### config.mk
export PLATFORM = sky130hd
export DESIGN_NAME = block_state_range_tracker
export DESIGN_NICKNAME = d
export VERILOG_FILES = /design/src/sv/bsrt_pkg.sv /design/src/sv/bsrt_store.sv /design/src/sv/block_state_range_tracker.sv
export SDC_FILE = /design/constraint.sdc
export NUM_CORES = 2
export LEC_CHECK = 0
export BUFFER_PORTS_ARGS = -buffer_cell sky130_fd_sc_hd__buf_2
export CAP_MARGIN = 20
export CORE_ASPECT_RATIO = 0.7
export CORE_MARGIN = 8
export CORE_UTILIZATION = 30
export CTS_CLUSTER_DIAMETER = 30
export DETAILED_ROUTE_END_ITERATION = 10
export RECOVER_POWER = 25
export SLEW_MARGIN = 20
export SYNTH_ARGS = -nofsm -noshare
export SYNTH_HDL_FRONTEND = slang
export SYNTH_SLANG_ARGS = --single-unit
### constraint.sdc
create_clock -name aclk -period 82.9 [get_ports aclk]
set_input_delay 20.725 -clock aclk [delete_from_list [all_inputs] [get_ports aclk]]
set_output_delay 20.725 -clock aclk [all_outputs]
set_load 0.005 [all_outputs]
### src/sv/bsrt_pkg.sv
// Package for the block state range tracker.
// Shared types, command, status and state codes, and config register indexes.
// No dependencies.
package bsrt_pkg;

    typedef enum logic [2:0] {
        CMD_RCHECK = 3'd0,
        CMD_WCHECK = 3'd1,
        CMD_COMMIT = 3'd2,
        CMD_MARK   = 3'd3,
        CMD_LBEGIN = 3'd4,
        CMD_LFIN   = 3'd5
    } cmd_t;

    localparam logic [2:0] S_OK        = 3'd0;
    localparam logic [2:0] S_NOTLOADED = 3'd1;
    localparam logic [2:0] S_BOUNDS    = 3'd2;
    localparam logic [2:0] S_WAIT      = 3'd3;
    localparam logic [2:0] S_ILLEGAL   = 3'd4;

    localparam logic [1:0] ST_NDEF = 2'd0;
    localparam logic [1:0] ST_INIT = 2'd1;
    localparam logic [1:0] ST_LOAD = 2'd2;
    localparam logic [1:0] ST_CHNG = 2'd3;

    localparam logic [2:0] REG_BLOCK_SHIFT = 3'd0;
    localparam logic [2:0] REG_PART_SIZE   = 3'd1;
    localparam logic [2:0] REG_PHYS_BASE   = 3'd2;
    localparam logic [2:0] REG_TRACK       = 3'd3;
    localparam logic [2:0] REG_SAVE        = 3'd4;

    typedef struct packed {
        logic [2:0]  cmd;
        logic [23:0] offset;
        logic [24:0] length;
        logic        load_ok;
    } in_item_t;

    typedef struct packed {
        logic [2:0]  status;
        logic [39:0] phys_addr;
        logic [24:0] byte_count;
        logic [9:0]  first_block;
        logic [10:0] block_count;
        logic        enqueue_changed;
    } out_item_t;

    typedef enum logic [3:0] {
        FSM_IDLE,
        FSM_CLEAR,
        FSM_SETUP,
        FSM_CHK_RD,
        FSM_CHK_WAIT,
        FSM_UPD_RD,
        FSM_UPD_WAIT,
        FSM_LB_RD,
        FSM_LB_WAIT,
        FSM_DONE
    } fsm_t;

    // Store access request from the sequencer.
    typedef struct packed {
        logic        rd_en;
        logic [15:0] rd_addr;
        logic        wr_en;
        logic [15:0] wr_addr;
        logic [1:0]  wr_data;
    } mem_req_t;

endpackage

### src/sv/bsrt_store.sv
// Block state store: one synchronous memory of two-bit states.
// Depends on bsrt_pkg for the request struct.
module bsrt_store #(
    parameter int NUM_BLOCKS = 1024,
    parameter int AW = 10
) (
    input  logic               aclk,
    input  bsrt_pkg::mem_req_t req,
    output logic [1:0]         rd_data
);
    logic [1:0] mem [NUM_BLOCKS];

    always_ff @(posedge aclk) begin
        if (req.wr_en) begin
            mem[req.wr_addr[AW-1:0]] <= req.wr_data;
        end
        if (req.rd_en) begin
            rd_data <= mem[req.rd_addr[AW-1:0]];
        end
    end
endmodule

### src/sv/block_state_range_tracker.sv
// Block state range tracker.
// Usage: configuration writes arrive on cfg_valid/cfg_ready with cfg_index and
// cfg_data, and must be made only while no command is in flight; the block does
// not enforce this. Commands arrive on s_valid/s_ready as one packed item, and
// each command yields one result item on m_valid/m_ready.
// After reset a clearing pass writes every entry of the state store as
// undefined, one per cycle, during which no item is taken.
// Each command is handled by a sequencer around the state store, whose reads are
// registered, so the check pass visits each block in a read state and a wait
// state. A commit runs a check pass and then an update pass over the blocks.
// The result sits in an output register; the next item is accepted only after
// the result has been taken, so a stalled receiver holds both the result and
// the input.
// Must-wait and illegal results leave the state unchanged.
module block_state_range_tracker #(
    parameter int NUM_BLOCKS = 1024,
    parameter int PAGE_BYTES = 4096
) (
    input  logic                 aclk,
    input  logic                 aresetn,
    input  logic                 s_valid,
    output logic                 s_ready,
    input  bsrt_pkg::in_item_t   s_item,
    output logic                 m_valid,
    input  logic                 m_ready,
    output bsrt_pkg::out_item_t  m_item,
    input  logic                 cfg_valid,
    output logic                 cfg_ready,
    input  logic [2:0]           cfg_index,
    input  logic [27:0]          cfg_data
);
    localparam int AW = (NUM_BLOCKS > 1) ? $clog2(NUM_BLOCKS) : 1;
    localparam int PSH = $clog2(PAGE_BYTES);

    // Configuration registers.
    logic [3:0]  block_shift_reg;
    logic [24:0] part_size_reg;
    logic [27:0] phys_base_reg;
    logic        track_reg;
    logic        save_reg;

    assign cfg_ready = 1'b1;

    always_ff @(posedge aclk) begin
        if (!aresetn) begin
            block_shift_reg <= 4'd9;
            part_size_reg   <= '0;
            phys_base_reg   <= '0;
            track_reg       <= 1'b1;
            save_reg        <= 1'b0;
        end else if (cfg_valid) begin
            case (cfg_index)
                bsrt_pkg::REG_BLOCK_SHIFT: block_shift_reg <= cfg_data[3:0];
                bsrt_pkg::REG_PART_SIZE:   part_size_reg   <= cfg_data[24:0];
                bsrt_pkg::REG_PHYS_BASE:   phys_base_reg   <= cfg_data;
                bsrt_pkg::REG_TRACK:       track_reg       <= cfg_data[0];
                bsrt_pkg::REG_SAVE:        save_reg        <= cfg_data[0];
                default: ;
            endcase
        end
    end

    // Sequencer state.
    bsrt_pkg::fsm_t state_reg, state_next;
    bsrt_pkg::in_item_t item_reg;
    logic [16:0] idx_reg, idx_next;
    logic [16:0] first_reg, last_reg;
    logic        head_reg, tail_reg;
    logic        did_reg, did_next;
    logic        part_changed_reg, maybe_init_reg;
    logic [15:0] pend_first_reg;
    logic [16:0] pend_count_reg;
    logic [16:0] limit_reg;
    logic [24:0] nbytes_reg, nbytes_next;
    logic        out_valid_reg;
    bsrt_pkg::out_item_t out_reg;
    logic        finish;
    bsrt_pkg::out_item_t res;

    bsrt_pkg::mem_req_t req;
    logic [1:0] rd_data;

    bsrt_store #(.NUM_BLOCKS(NUM_BLOCKS), .AW(AW)) u_store (
        .aclk(aclk), .req(req), .rd_data(rd_data)
    );

    assign s_ready = (state_reg == bsrt_pkg::FSM_IDLE) && !out_valid_reg;
    assign m_valid = out_valid_reg;
    assign m_item  = out_reg;

    // Setup arithmetic on the captured item.
    logic [25:0] end_off;
    logic [25:0] chk_size;
    logic [24:0] mask;
    logic [25:0] range_len;
    logic [25:0] range_end;
    logic [25:0] first_w, last_w, cap_w, lim_w;
    logic        is_check;

    always_comb begin
        is_check = (item_reg.cmd == bsrt_pkg::CMD_RCHECK) ||
                   (item_reg.cmd == bsrt_pkg::CMD_WCHECK);
        chk_size = {1'b0, part_size_reg} - {2'b0, item_reg.offset};
        if (chk_size > {1'b0, item_reg.length}) chk_size = {1'b0, item_reg.length};
        range_len = is_check ? chk_size : {1'b0, item_reg.length};
        range_end = {2'b0, item_reg.offset} + range_len;
        end_off   = range_end;
        mask      = (25'd1 << block_shift_reg) - 25'd1;
        first_w   = {2'b0, item_reg.offset} >> block_shift_reg;
        last_w    = (range_end - 26'd1) >> block_shift_reg;
        cap_w     = ({1'b0, part_size_reg} - 26'd1) >> block_shift_reg;
        lim_w     = (item_reg.length == '0) ? first_w : last_w;
        if (lim_w > cap_w) lim_w = cap_w;
        if (lim_w > 26'(NUM_BLOCKS - 1)) lim_w = 26'(NUM_BLOCKS - 1);
    end

    // Classification of a read state for the check pass.
    logic cur_head, cur_tail, cur_bad;
    always_comb begin
        cur_head = head_reg && (idx_reg == first_reg);
        cur_tail = tail_reg && (idx_reg == last_reg);
        cur_bad  = 1'b0;
        case (item_reg.cmd)
            bsrt_pkg::CMD_RCHECK:
                cur_bad = (rd_data == bsrt_pkg::ST_NDEF) || (rd_data == bsrt_pkg::ST_INIT);
            bsrt_pkg::CMD_WCHECK:
                if (cur_head || cur_tail) begin
                    cur_bad = (rd_data == bsrt_pkg::ST_NDEF) ||
                              (rd_data == bsrt_pkg::ST_INIT);
                end else begin
                    cur_bad = (rd_data == bsrt_pkg::ST_INIT);
                end
            bsrt_pkg::CMD_COMMIT:
                if (cur_head) begin
                    cur_bad = (rd_data == bsrt_pkg::ST_NDEF) ||
                              (rd_data == bsrt_pkg::ST_INIT);
                end else begin
                    cur_bad = (rd_data == bsrt_pkg::ST_INIT);
                end
            default: cur_bad = 1'b0;
        endcase
    end

    // Next state.
    always_comb begin
        state_next = state_reg;
        case (state_reg)
            bsrt_pkg::FSM_IDLE:
                if (s_valid && s_ready) state_next = bsrt_pkg::FSM_SETUP;
            bsrt_pkg::FSM_CLEAR:
                if (idx_reg == 17'(NUM_BLOCKS - 1)) state_next = bsrt_pkg::FSM_IDLE;
            bsrt_pkg::FSM_SETUP:
                state_next = finish ? bsrt_pkg::FSM_DONE : bsrt_pkg::FSM_CHK_RD;
            bsrt_pkg::FSM_CHK_RD:   state_next = bsrt_pkg::FSM_CHK_WAIT;
            bsrt_pkg::FSM_CHK_WAIT: state_next = finish ? bsrt_pkg::FSM_DONE
                                               : (idx_next == idx_reg) ? bsrt_pkg::FSM_UPD_RD
                                               : bsrt_pkg::FSM_CHK_RD;
            bsrt_pkg::FSM_UPD_RD:   state_next = finish ? bsrt_pkg::FSM_DONE
                                                        : bsrt_pkg::FSM_UPD_WAIT;
            bsrt_pkg::FSM_UPD_WAIT: state_next = finish ? bsrt_pkg::FSM_DONE
                                                        : bsrt_pkg::FSM_UPD_RD;
            bsrt_pkg::FSM_LB_RD:    state_next = finish ? bsrt_pkg::FSM_DONE
                                                        : bsrt_pkg::FSM_LB_WAIT;
            bsrt_pkg::FSM_LB_WAIT:  state_next = finish ? bsrt_pkg::FSM_DONE
                                                        : bsrt_pkg::FSM_LB_RD;
            bsrt_pkg::FSM_DONE:     state_next = bsrt_pkg::FSM_IDLE;
            default:                state_next = bsrt_pkg::FSM_IDLE;
        endcase
        if (finish) state_next = bsrt_pkg::FSM_DONE;
    end

    // Datapath and outputs of the sequencer.
    always_comb begin
        req       = '0;
        idx_next  = idx_reg;
        did_next  = did_reg;
        nbytes_next = nbytes_reg;
        finish    = 1'b0;
        res       = out_reg;
        case (state_reg)
            bsrt_pkg::FSM_CLEAR: begin
                req.wr_en   = 1'b1;
                req.wr_addr = idx_reg[15:0];
                req.wr_data = bsrt_pkg::ST_NDEF;
                idx_next    = idx_reg + 17'd1;
            end
            bsrt_pkg::FSM_SETUP: begin
                res = '0;
                idx_next = first_w[16:0];
                case (item_reg.cmd)
                    bsrt_pkg::CMD_RCHECK, bsrt_pkg::CMD_WCHECK: begin
                        if ({2'b0, item_reg.offset} >= {1'b0, part_size_reg}) begin
                            res.status = bsrt_pkg::S_BOUNDS;
                            finish = 1'b1;
                        end else begin
                            res.phys_addr = ({12'b0, phys_base_reg} << PSH) +
                                            {16'b0, item_reg.offset};
                            res.byte_count = chk_size[24:0];
                            if (!track_reg || chk_size == '0) begin
                                finish = 1'b1;
                            end else if (last_w >= 26'(NUM_BLOCKS)) begin
                                res.status = bsrt_pkg::S_BOUNDS;
                                res.phys_addr = '0;
                                res.byte_count = '0;
                                finish = 1'b1;
                            end
                        end
                    end
                    bsrt_pkg::CMD_COMMIT, bsrt_pkg::CMD_MARK: begin
                        if (range_end > {1'b0, part_size_reg}) begin
                            res.status = bsrt_pkg::S_ILLEGAL;
                            finish = 1'b1;
                        end else if (!track_reg || item_reg.length == '0) begin
                            res.byte_count = item_reg.length;
                            finish = 1'b1;
                        end else if (last_w >= 26'(NUM_BLOCKS)) begin
                            res.status = bsrt_pkg::S_BOUNDS;
                            finish = 1'b1;
                        end
                    end
                    bsrt_pkg::CMD_LBEGIN: begin
                        if ({2'b0, item_reg.offset} >= {1'b0, part_size_reg} || !track_reg) begin
                            res.status = bsrt_pkg::S_ILLEGAL;
                            finish = 1'b1;
                        end else if (first_w >= 26'(NUM_BLOCKS)) begin
                            res.status = bsrt_pkg::S_BOUNDS;
                            finish = 1'b1;
                        end
                    end
                    bsrt_pkg::CMD_LFIN: begin
                        if (pend_count_reg == '0) begin
                            res.status = bsrt_pkg::S_ILLEGAL;
                            finish = 1'b1;
                        end else begin
                            res.first_block = pend_first_reg[9:0];
                            res.block_count = pend_count_reg[10:0];
                            idx_next = {1'b0, pend_first_reg};
                        end
                    end
                    default: begin
                        res.status = bsrt_pkg::S_ILLEGAL;
                        finish = 1'b1;
                    end
                endcase
                did_next  = 1'b0;
                nbytes_next = item_reg.length;
            end
            bsrt_pkg::FSM_CHK_RD: begin
                req.rd_en   = 1'b1;
                req.rd_addr = idx_reg[15:0];
                // Mark and load finish need no check pass.
                if (item_reg.cmd == bsrt_pkg::CMD_MARK || item_reg.cmd == bsrt_pkg::CMD_LFIN) begin
                    req.rd_en = 1'b0;
                end
            end
            bsrt_pkg::FSM_CHK_WAIT: begin
                if (item_reg.cmd == bsrt_pkg::CMD_LBEGIN) begin
                    if (rd_data == bsrt_pkg::ST_LOAD || rd_data == bsrt_pkg::ST_CHNG) begin
                        res.status = bsrt_pkg::S_ILLEGAL;
                        finish = 1'b1;
                    end else if (rd_data == bsrt_pkg::ST_INIT || pend_count_reg != '0) begin
                        res.status = bsrt_pkg::S_WAIT;
                        finish = 1'b1;
                    end
                end else if (item_reg.cmd == bsrt_pkg::CMD_MARK ||
                             item_reg.cmd == bsrt_pkg::CMD_LFIN) begin
                    idx_next = idx_reg;
                end else begin
                    if (cur_bad) begin
                        if (item_reg.cmd == bsrt_pkg::CMD_COMMIT) begin
                            res.status = bsrt_pkg::S_ILLEGAL;
                            finish = 1'b1;
                        end else begin
                            res.status = bsrt_pkg::S_NOTLOADED;
                        end
                    end
                    if (!finish) begin
                        if (idx_reg == last_reg) begin
                            if (is_check) finish = 1'b1;
                            idx_next = first_reg;
                        end else begin
                            idx_next = idx_reg + 17'd1;
                        end
                    end
                end
            end
            bsrt_pkg::FSM_UPD_RD: begin
                req.rd_en   = 1'b1;
                req.rd_addr = idx_reg[15:0];
                if (item_reg.cmd == bsrt_pkg::CMD_LFIN) begin
                    req.rd_en   = 1'b0;
                    req.wr_en   = (idx_reg < 17'(NUM_BLOCKS));
                    req.wr_addr = idx_reg[15:0];
                    req.wr_data = item_reg.load_ok ? bsrt_pkg::ST_LOAD : bsrt_pkg::ST_NDEF;
                    if (idx_reg + 17'd1 == {1'b0, pend_first_reg} + pend_count_reg) begin
                        finish = 1'b1;
                    end else begin
                        idx_next = idx_reg + 17'd1;
                    end
                end else if (item_reg.cmd == bsrt_pkg::CMD_LBEGIN) begin
                    // The index stays on the first block; the lookahead reads idx + 1.
                    req.rd_en   = 1'b0;
                    req.wr_en   = 1'b1;
                    req.wr_addr = idx_reg[15:0];
                    req.wr_data = bsrt_pkg::ST_INIT;
                    if (idx_reg >= limit_reg) begin
                        finish = 1'b1;
                        res.first_block = first_reg[9:0];
                        res.block_count = 11'(idx_reg - first_reg + 17'd1);
                    end
                end
            end
            bsrt_pkg::FSM_UPD_WAIT: begin
                req.wr_addr = idx_reg[15:0];
                req.wr_data = bsrt_pkg::ST_CHNG;
                if (item_reg.cmd == bsrt_pkg::CMD_MARK) begin
                    if (rd_data != bsrt_pkg::ST_CHNG) begin
                        req.wr_en = 1'b1;
                        did_next = 1'b1;
                    end
                end else begin
                    if (cur_head) begin
                        if (rd_data == bsrt_pkg::ST_LOAD) begin
                            req.wr_en = 1'b1;
                            did_next = 1'b1;
                        end
                    end else if (cur_tail) begin
                        if (rd_data == bsrt_pkg::ST_NDEF) begin
                            nbytes_next = 25'(({9'b0, last_reg[15:0]} << block_shift_reg) -
                                              {1'b0, item_reg.offset});
                        end else if (rd_data == bsrt_pkg::ST_LOAD) begin
                            req.wr_en = 1'b1;
                            did_next = 1'b1;
                        end
                    end else if (rd_data != bsrt_pkg::ST_CHNG) begin
                        req.wr_en = 1'b1;
                        did_next = 1'b1;
                    end
                end
                if (idx_reg == last_reg) begin
                    finish = 1'b1;
                    res.byte_count = (item_reg.cmd == bsrt_pkg::CMD_MARK) ?
                                     item_reg.length : nbytes_next;
                    res.enqueue_changed = did_next && save_reg && !part_changed_reg;
                end else begin
                    idx_next = idx_reg + 17'd1;
                end
            end
            bsrt_pkg::FSM_LB_RD: begin
                req.rd_en   = 1'b1;
                req.rd_addr = idx_reg[15:0] + 16'd1;
            end
            bsrt_pkg::FSM_LB_WAIT: begin
                if (idx_reg < limit_reg && rd_data == bsrt_pkg::ST_NDEF) begin
                    req.wr_en   = 1'b1;
                    req.wr_addr = idx_reg[15:0] + 16'd1;
                    req.wr_data = bsrt_pkg::ST_INIT;
                    idx_next = idx_reg + 17'd1;
                end else begin
                    finish = 1'b1;
                    res.first_block = first_reg[9:0];
                    res.block_count = 11'(idx_reg - first_reg + 17'd1);
                end
            end
            default: ;
        endcase
    end

    bsrt_pkg::fsm_t state_go;
    always_comb begin
        state_go = state_next;
        if (state_reg == bsrt_pkg::FSM_CHK_WAIT && !finish) begin
            case (item_reg.cmd)
                bsrt_pkg::CMD_LBEGIN: state_go = bsrt_pkg::FSM_UPD_RD;
                bsrt_pkg::CMD_MARK, bsrt_pkg::CMD_LFIN: state_go = bsrt_pkg::FSM_UPD_RD;
                bsrt_pkg::CMD_COMMIT:
                    state_go = (idx_reg == last_reg) ? bsrt_pkg::FSM_UPD_RD
                                                     : bsrt_pkg::FSM_CHK_RD;
                default: state_go = bsrt_pkg::FSM_CHK_RD;
            endcase
        end
        if (state_reg == bsrt_pkg::FSM_UPD_RD && !finish &&
            item_reg.cmd == bsrt_pkg::CMD_LBEGIN) begin
            // After the first block, go to lookahead reading.
            state_go = bsrt_pkg::FSM_LB_RD;
        end
        if (state_reg == bsrt_pkg::FSM_UPD_RD && !finish &&
            item_reg.cmd == bsrt_pkg::CMD_LFIN) begin
            state_go = bsrt_pkg::FSM_UPD_RD;
        end
        if (finish) state_go = bsrt_pkg::FSM_DONE;
    end

    always_ff @(posedge aclk) begin
        if (!aresetn) begin
            state_reg        <= bsrt_pkg::FSM_CLEAR;
            idx_reg          <= '0;
            out_valid_reg    <= 1'b0;
            part_changed_reg <= 1'b0;
            maybe_init_reg   <= 1'b0;
            pend_first_reg   <= '0;
            pend_count_reg   <= '0;
            did_reg          <= 1'b0;
        end else begin
            state_reg <= state_go;
            idx_reg   <= idx_next;
            did_reg   <= did_next;
            if (s_valid && s_ready) begin
                item_reg <= s_item;
            end
            if (state_reg == bsrt_pkg::FSM_SETUP) begin
                first_reg  <= first_w[16:0];
                last_reg   <= last_w[16:0];
                head_reg   <= ({1'b0, item_reg.offset} & mask) != '0;
                tail_reg   <= (end_off[24:0] & mask) != '0;
                limit_reg  <= lim_w[16:0];
            end
            nbytes_reg <= nbytes_next;
            if (finish) begin
                out_reg       <= res;
                out_valid_reg <= 1'b1;
                if (res.enqueue_changed) part_changed_reg <= 1'b1;
                if (item_reg.cmd == bsrt_pkg::CMD_LBEGIN && res.status == bsrt_pkg::S_OK) begin
                    maybe_init_reg <= 1'b1;
                    pend_first_reg <= first_reg[15:0];
                    pend_count_reg <= idx_reg - first_reg + 17'd1;
                end
                if (item_reg.cmd == bsrt_pkg::CMD_LFIN && res.status == bsrt_pkg::S_OK) begin
                    pend_first_reg <= '0;
                    pend_count_reg <= '0;
                end
            end else if (state_reg != bsrt_pkg::FSM_IDLE &&
                         state_reg != bsrt_pkg::FSM_CLEAR) begin
                out_reg <= res;
            end
            if (out_valid_reg && m_ready && !finish) out_valid_reg <= 1'b0;
        end
    end

    a_no_accept_busy: assert property (@(posedge aclk) disable iff (!aresetn)
        s_valid && s_ready |-> state_reg == bsrt_pkg::FSM_IDLE && !out_valid_reg)
        else $error("item accepted while busy");
    a_result_holds: assert property (@(posedge aclk) disable iff (!aresetn)
        m_valid && !m_ready |=> m_valid && $stable(m_item))
        else $error("result changed while stalled");
    a_pending_bound: assert property (@(posedge aclk) disable iff (!aresetn)
        pend_count_reg <= 17'(NUM_BLOCKS))
        else $error("pending load exceeds store");
    a_pending_started: assert property (@(posedge aclk) disable iff (!aresetn)
        pend_count_reg != '0 |-> maybe_init_reg)
        else $error("pending load without a started load");
endmodule
# After elaboration in Yosys (flattened, before gate mapping)
# Memory sizes are Yosys's and may differ from the RTL's. A register that Yosys moved wholly into a read port is not among the register bits.
# Index checks and enable logic that the tools add are counted.
dict set report word_totals {
  register_bits 337
  input_bits 89
  n_memories 1
  mem_bits_rw 2048
  output_inout_bits 93
}
# name depth width rd rd_ports_with_merged_regs wr line_no
set mem_list {}
lappend mem_list {u_store.mem 1024 2 1 1 1 bsrt_store.sv:11} ;# logic [1:0] mem [NUM_BLOCKS];
dict set report op_classes {
  bitwise 3
  order_cmp 10
  addsub 12
  n_mux 127
  n_reduce_logical 66
  shifts 5
  n_eq_ne 35
}
# cell n
set op_table {}
lappend op_table {{$mux W17} 12}
lappend op_table {{$mux W25} 8}
lappend op_table {{$mux W90} 2}
lappend op_table {{$pmux W25 S2} 3}
lappend op_table {{$mux W21} 6}
lappend op_table {{$mux W26} 4}
lappend op_table {{$pmux W17 S6} 1}
lappend op_table {{$mux W40} 2}
lappend op_table {{$pmux W19 S4} 1}
lappend op_table {{$eq A17 B17 Y1} 4}
lappend op_table {{$mux W68} 1}
lappend op_table {{$mux W67} 1}
lappend op_table {{$mux W65} 1}
lappend op_table {{$pmux W21 S3} 1}
lappend op_table {{$mux W19} 3}
lappend op_table {{$ge A26 B11 Y1 const B} 2}
lappend op_table {{$gt A26 B25 Y1} 2}
lappend op_table {{$shr A26 B4 Y26} 2}
lappend op_table {{$pmux W17 S3} 1}
lappend op_table {{$reduce_bool A25 Y1} 2}
lappend op_table {{$mux W1} 47}
lappend op_table {{$add A40 B24 Y40} 1}
lappend op_table {{$mux W3} 13}
lappend op_table {{$pmux W4 S9} 1}
lappend op_table {{other kinds (66)} 137}

# Depth between registers and ports, before layout
dict set report logic_depth {
  word_depth 20
  depth_mapped 58
  depth_no_buf 54
}

# Cells and area by module
# Synthesis repeated with hierarchy kept, for this count alone.
dict set report unflattened {
  hier_cells 8850
  area_unflattened_um2 115716.0
}
# mod seq_area_each_um2 cells_each area_each_um2 n_inst
set modules_own_cells {}
lappend modules_own_cells {bsrt_store 61559.0 4793 83777.8 1}
lappend modules_own_cells {block_state_range_tracker 8958.6 4057 31938.1 1}

# Worst setup path before layout
# No wires, ideal clock.
dict set report synth_path {
  kind {register -> register}
  from {register item_reg[52] in the netlist's numbering}
  to {memory u_store.mem[0][0] (data pin)}
  setup_slack_ns 49.818
  period_less_slack_ns 33.082
  path_stages_with_launch 6
  setup_time_ns 5.497
  arrival_time_ns 27.586
  required_time_ns 77.403
  path_cell_list {edfxtp_1 clkbuf_1 nor2b_1 clkbuf_1 nand2b_1 o211ai_1}
}
# element line_no
set synth_rtl {}
lappend synth_rtl {{start, declared} block_state_range_tracker.sv:65} ;# bsrt_pkg::in_item_t item_reg;
lappend synth_rtl {{start signal, assigned} block_state_range_tracker.sv:409} ;# item_reg <= s_item;
lappend synth_rtl {{end, declared} bsrt_store.sv:11}

# Final worst setup path
dict set report layout_path {
  from {register state_reg[1]}
  to {output s_ready}
}
dict set report layout_between {
  elab_chain_cells 2
}
# element line_no
set layout_lines {}
lappend layout_lines {{start, declared} block_state_range_tracker.sv:64} ;# bsrt_pkg::fsm_t state_reg, state_next;
lappend layout_lines {{start signal, assigned} block_state_range_tracker.sv:396} ;# state_reg <= bsrt_pkg::FSM_CLEAR;
lappend layout_lines {{start signal, assigned} block_state_range_tracker.sv:405} ;# state_reg <= state_go;
lappend layout_lines {{$logic_not A4 Y1} block_state_range_tracker.sv:87} ;# assign s_ready = (state_reg == bsrt_pkg::FSM_IDLE) && !out_valid_reg;
lappend layout_lines {{$logic_and A1 B1 Y1} block_state_range_tracker.sv:87}
lappend layout_lines {{end, declared} block_state_range_tracker.sv:22} ;# output logic s_ready,
# No other way between the ends.

==> results.json <==
{
  "outcome": "finished with violations",
  "violations": "capacitance limit, slew limit",
  "holdCritStartpoint": "phys_base_reg[2]$_SDFFE_PN0P_",
  "root_buffer": "clkbuf_16",
  "synth.largest_area_cell": "edfxtp_1",
  "vias": 91000,
  "min_period_ns": 22.92,
  "grt_max_degree": 216,
  "criticalPathCategory": "reg -> out",
  "startpoint_type": "flop",
  "timing.max_cap.violations": 15,
  "initial_core_util": 0.301,
  "hold_viol": 0,
  "endpoint_kind": "output port",
  "peakVddDrop_mv": 0.0195,
  "final_nets": 11200,
  "core_area_um2": 394000,
  "final_common_cell": "edfxtp_1",
  "finalClockSkew_ns": 0.0927,
  "power_density_nw_per_um2": 21.9,
  "cts_htree_levels": 5,
  "crit_start": "state_reg[1]$_SDFFE_PP0P_",
  "slew-limit-headroom": -4.95,
  "synthCells": 11000,
  "worst_pin_slew_ns": 8.93,
  "cp.arrival_ns": 2.19,
  "largest_reg_flops": 2048,
  "antenna_found_initial": 33,
  "final_min_period_over_clock_period": 0.276,
  "syn_avg_cell_area_um2": 10.8,
  "layout-drive-gt1-share": 0.108,
  "die_area_um2": 416000,
  "viasPerCell": 5.53,
  "cts_sinks": 2387,
  "grt_pass1_vias": 83800,
  "synthArstFlopShare": 0,
  "die_width_um": 767,
  "cts_buffers": 371,
  "clock_tree.buffer_depth": 4,
  "drt-total-wl_um": 397000,
  "cp_max_fo": 37,
  "drc": 0,
  "grt_overflow": 0,
  "syn_area_um2": 119000,
  "synthTopCellsByArea": "edfxtp_1, nand2_1, a211oi_1",
  "r2r-start": "state_reg[2]$_SDFFE_PP0P_",
  "post_drt_wl_per_cell_um": 24.1,
  "synth_top_area_share": 0.575,
  "timing.setup.tns_ns": 0,
  "synth_seq_cells": 2387,
  "drt_first_pass_iters": 9,
  "dieHeight_um": 542,
  "synth.yosys.warnings": 0,
  "fin_cells": 16500,
  "drt_iter0_drc": 12100,
  "holdCritPathClass": "reg -> reg",
  "cts_resized": 0,
  "hold_buffers": 0,
  "clock_latency_ns": 1.00,
  "grt_pass1_wl_um": 573000,
  "max_freq_mhz": 43.6,
  "netlist-cell-type-count": 111,
  "cts_tree": "built",
  "area_growth_pct": 16.2,
  "slew_violations": 1482,
  "io_buffer_count": 180,
  "final_cell_mix": "edfxtp_1, nand2_1, nor2_1, a211oi_1, a21oi_1",
  "track_usage": 0.181,
  "post_cts_buffers": 0,
  "placementRows": 193,
  "required_ns": 62.17,
  "ant_nets": 0,
  "synth_seq_area_share": 0.595,
  "rsz0062_at_grt": "false",
  "gp_congestion": 1.01,
  "total_power_mw": 3.02,
  "synth_edf_count": 2271,
  "setup_viol": 0,
  "synthFlopType": "edfxtp_1",
  "pre_cts_slack_ns": 59.53,
  "clk_pin_slew_worst_paths_ns": 0.06,
  "leakagePower_nw": 42.4,
  "ios": 182,
  "dpl.hpwl_um": 246000,
  "setup_slack_ns": 59.98,
  "placed_cells": 15800
}
==> path summary, 6_finish.rpt <==
kind	to	slack [ns]	cells after the start
min reg2reg	phys_base_reg[2]$_SDFFE_PN0P_	0.47	2
max	s_ready	59.98	5
max reg2reg	u_store.mem[730][0]$_DFFE_PP_	65.44	8
min	phys_base_reg[2]$_SDFFE_PN0P_	0.47	2
==> metal layers <==
layer | part of all wire | GRT usage | vias to the layer above
met5 | 0.00021 | 0 | -
met4 | 0.022 | 0.0438 | 6
met3 | 0.14 | 0.0711 | 572
met2 | 0.40 | 0.244 | 4803
met1 | 0.45 | 0.267 | 44800
li1 | - | - | 40800
==> cell families (layout without fill, tap and decap cells) <==
kind of cell	after synthesis	count (layout)	synth area share
muxes	161	161	0.0170
and+or+nand+nor	4141	4141	0.154
adders and majority gates	236	236	0.0253
DFF	2387	2387	0.595
AOI/OAI and AO/OA	2773	2773	0.161
xor gates and xnor gates	149	149	0.0112
other	2	20	0.0000634
buffers and inverters	1122	1331	0.0360
==> critical path: stages (launching register included) <==
cell and delay [ns]:
dfxtp_1 0.30, buf_4 0.24, nor2_1 0.25, nand2_1 0.17
nor2_1 0.14, buf_2 0.15
==> final cells by class <==
type | count | area, µm²
well taps | 5265 | 6590
clock inverters | 260 | 3110
flip-flops and latches | 2387 | 70500
fillers | 39100 | 256000
repair buffers | 414 | 2710
multi-input cells | 7468 | 44300
inverters | 235 | 885
clock buffers | 422 | 9670
diodes | 12 | 30.0
==> synth_stat cells (14+ instances only) <==
master and n:
edfxtp_1 2271, nand2_1 1625, nor2_1 1379, a211oi_1 806
clkbuf_1 747, a21oi_1 547, and2_1 521, o21ai_0 313
a31oi_1 303, a311oi_1 263, ha_1 229, inv_1 227
nand3_1 122, buf_1 119, dfxtp_1 116, nor3_1 115
xnor2_1 106, mux2i_1 95, o211ai_1 66, a21o_1 60
nand4_1 54, nor4_1 47, o21a_1 46, and3_1 44
xor2_1 41, mux2_2 37, nor2b_1 37, nand2b_1 36
or3_1 36, mux4_2 28, o22ai_1 27, a21boi_0 23
and2_0 23, o221ai_1 22, a221o_1 21, a22oi_1 21
a221oi_1 20, or2_2 20, o31a_1 18, o41ai_1 18
or4_1 18, o31ai_1 16, buf_2 15, and4_1 14
==> where the power goes <==
group	total, mW	internal, mW	switching [mW]
combinational	0.112	0.0308	0.0813
clock	1.60	1.00	0.598
sequential	1.31	1.30	0.00245
==> per-stage QoR <==
| stage | hold slack [ns] | cell area, µm² | util |
|---|---|---|---|
| 3_5_place_dp | 0.459 | 125000 | 0.317 |
| 3_3_place_gp | 0.469 | 125000 | 0.317 |
| 5_1_grt | 0.491 | 138000 | 0.350 |
| 2_1_floorplan | 0.438 | 119000 | - |
| 6_report | 0.470 | 138000 | 0.350 |
| 4_1_cts | 0.468 | 138000 | 0.350 |
No activity file was read; power rests on OpenSTA's default activity.
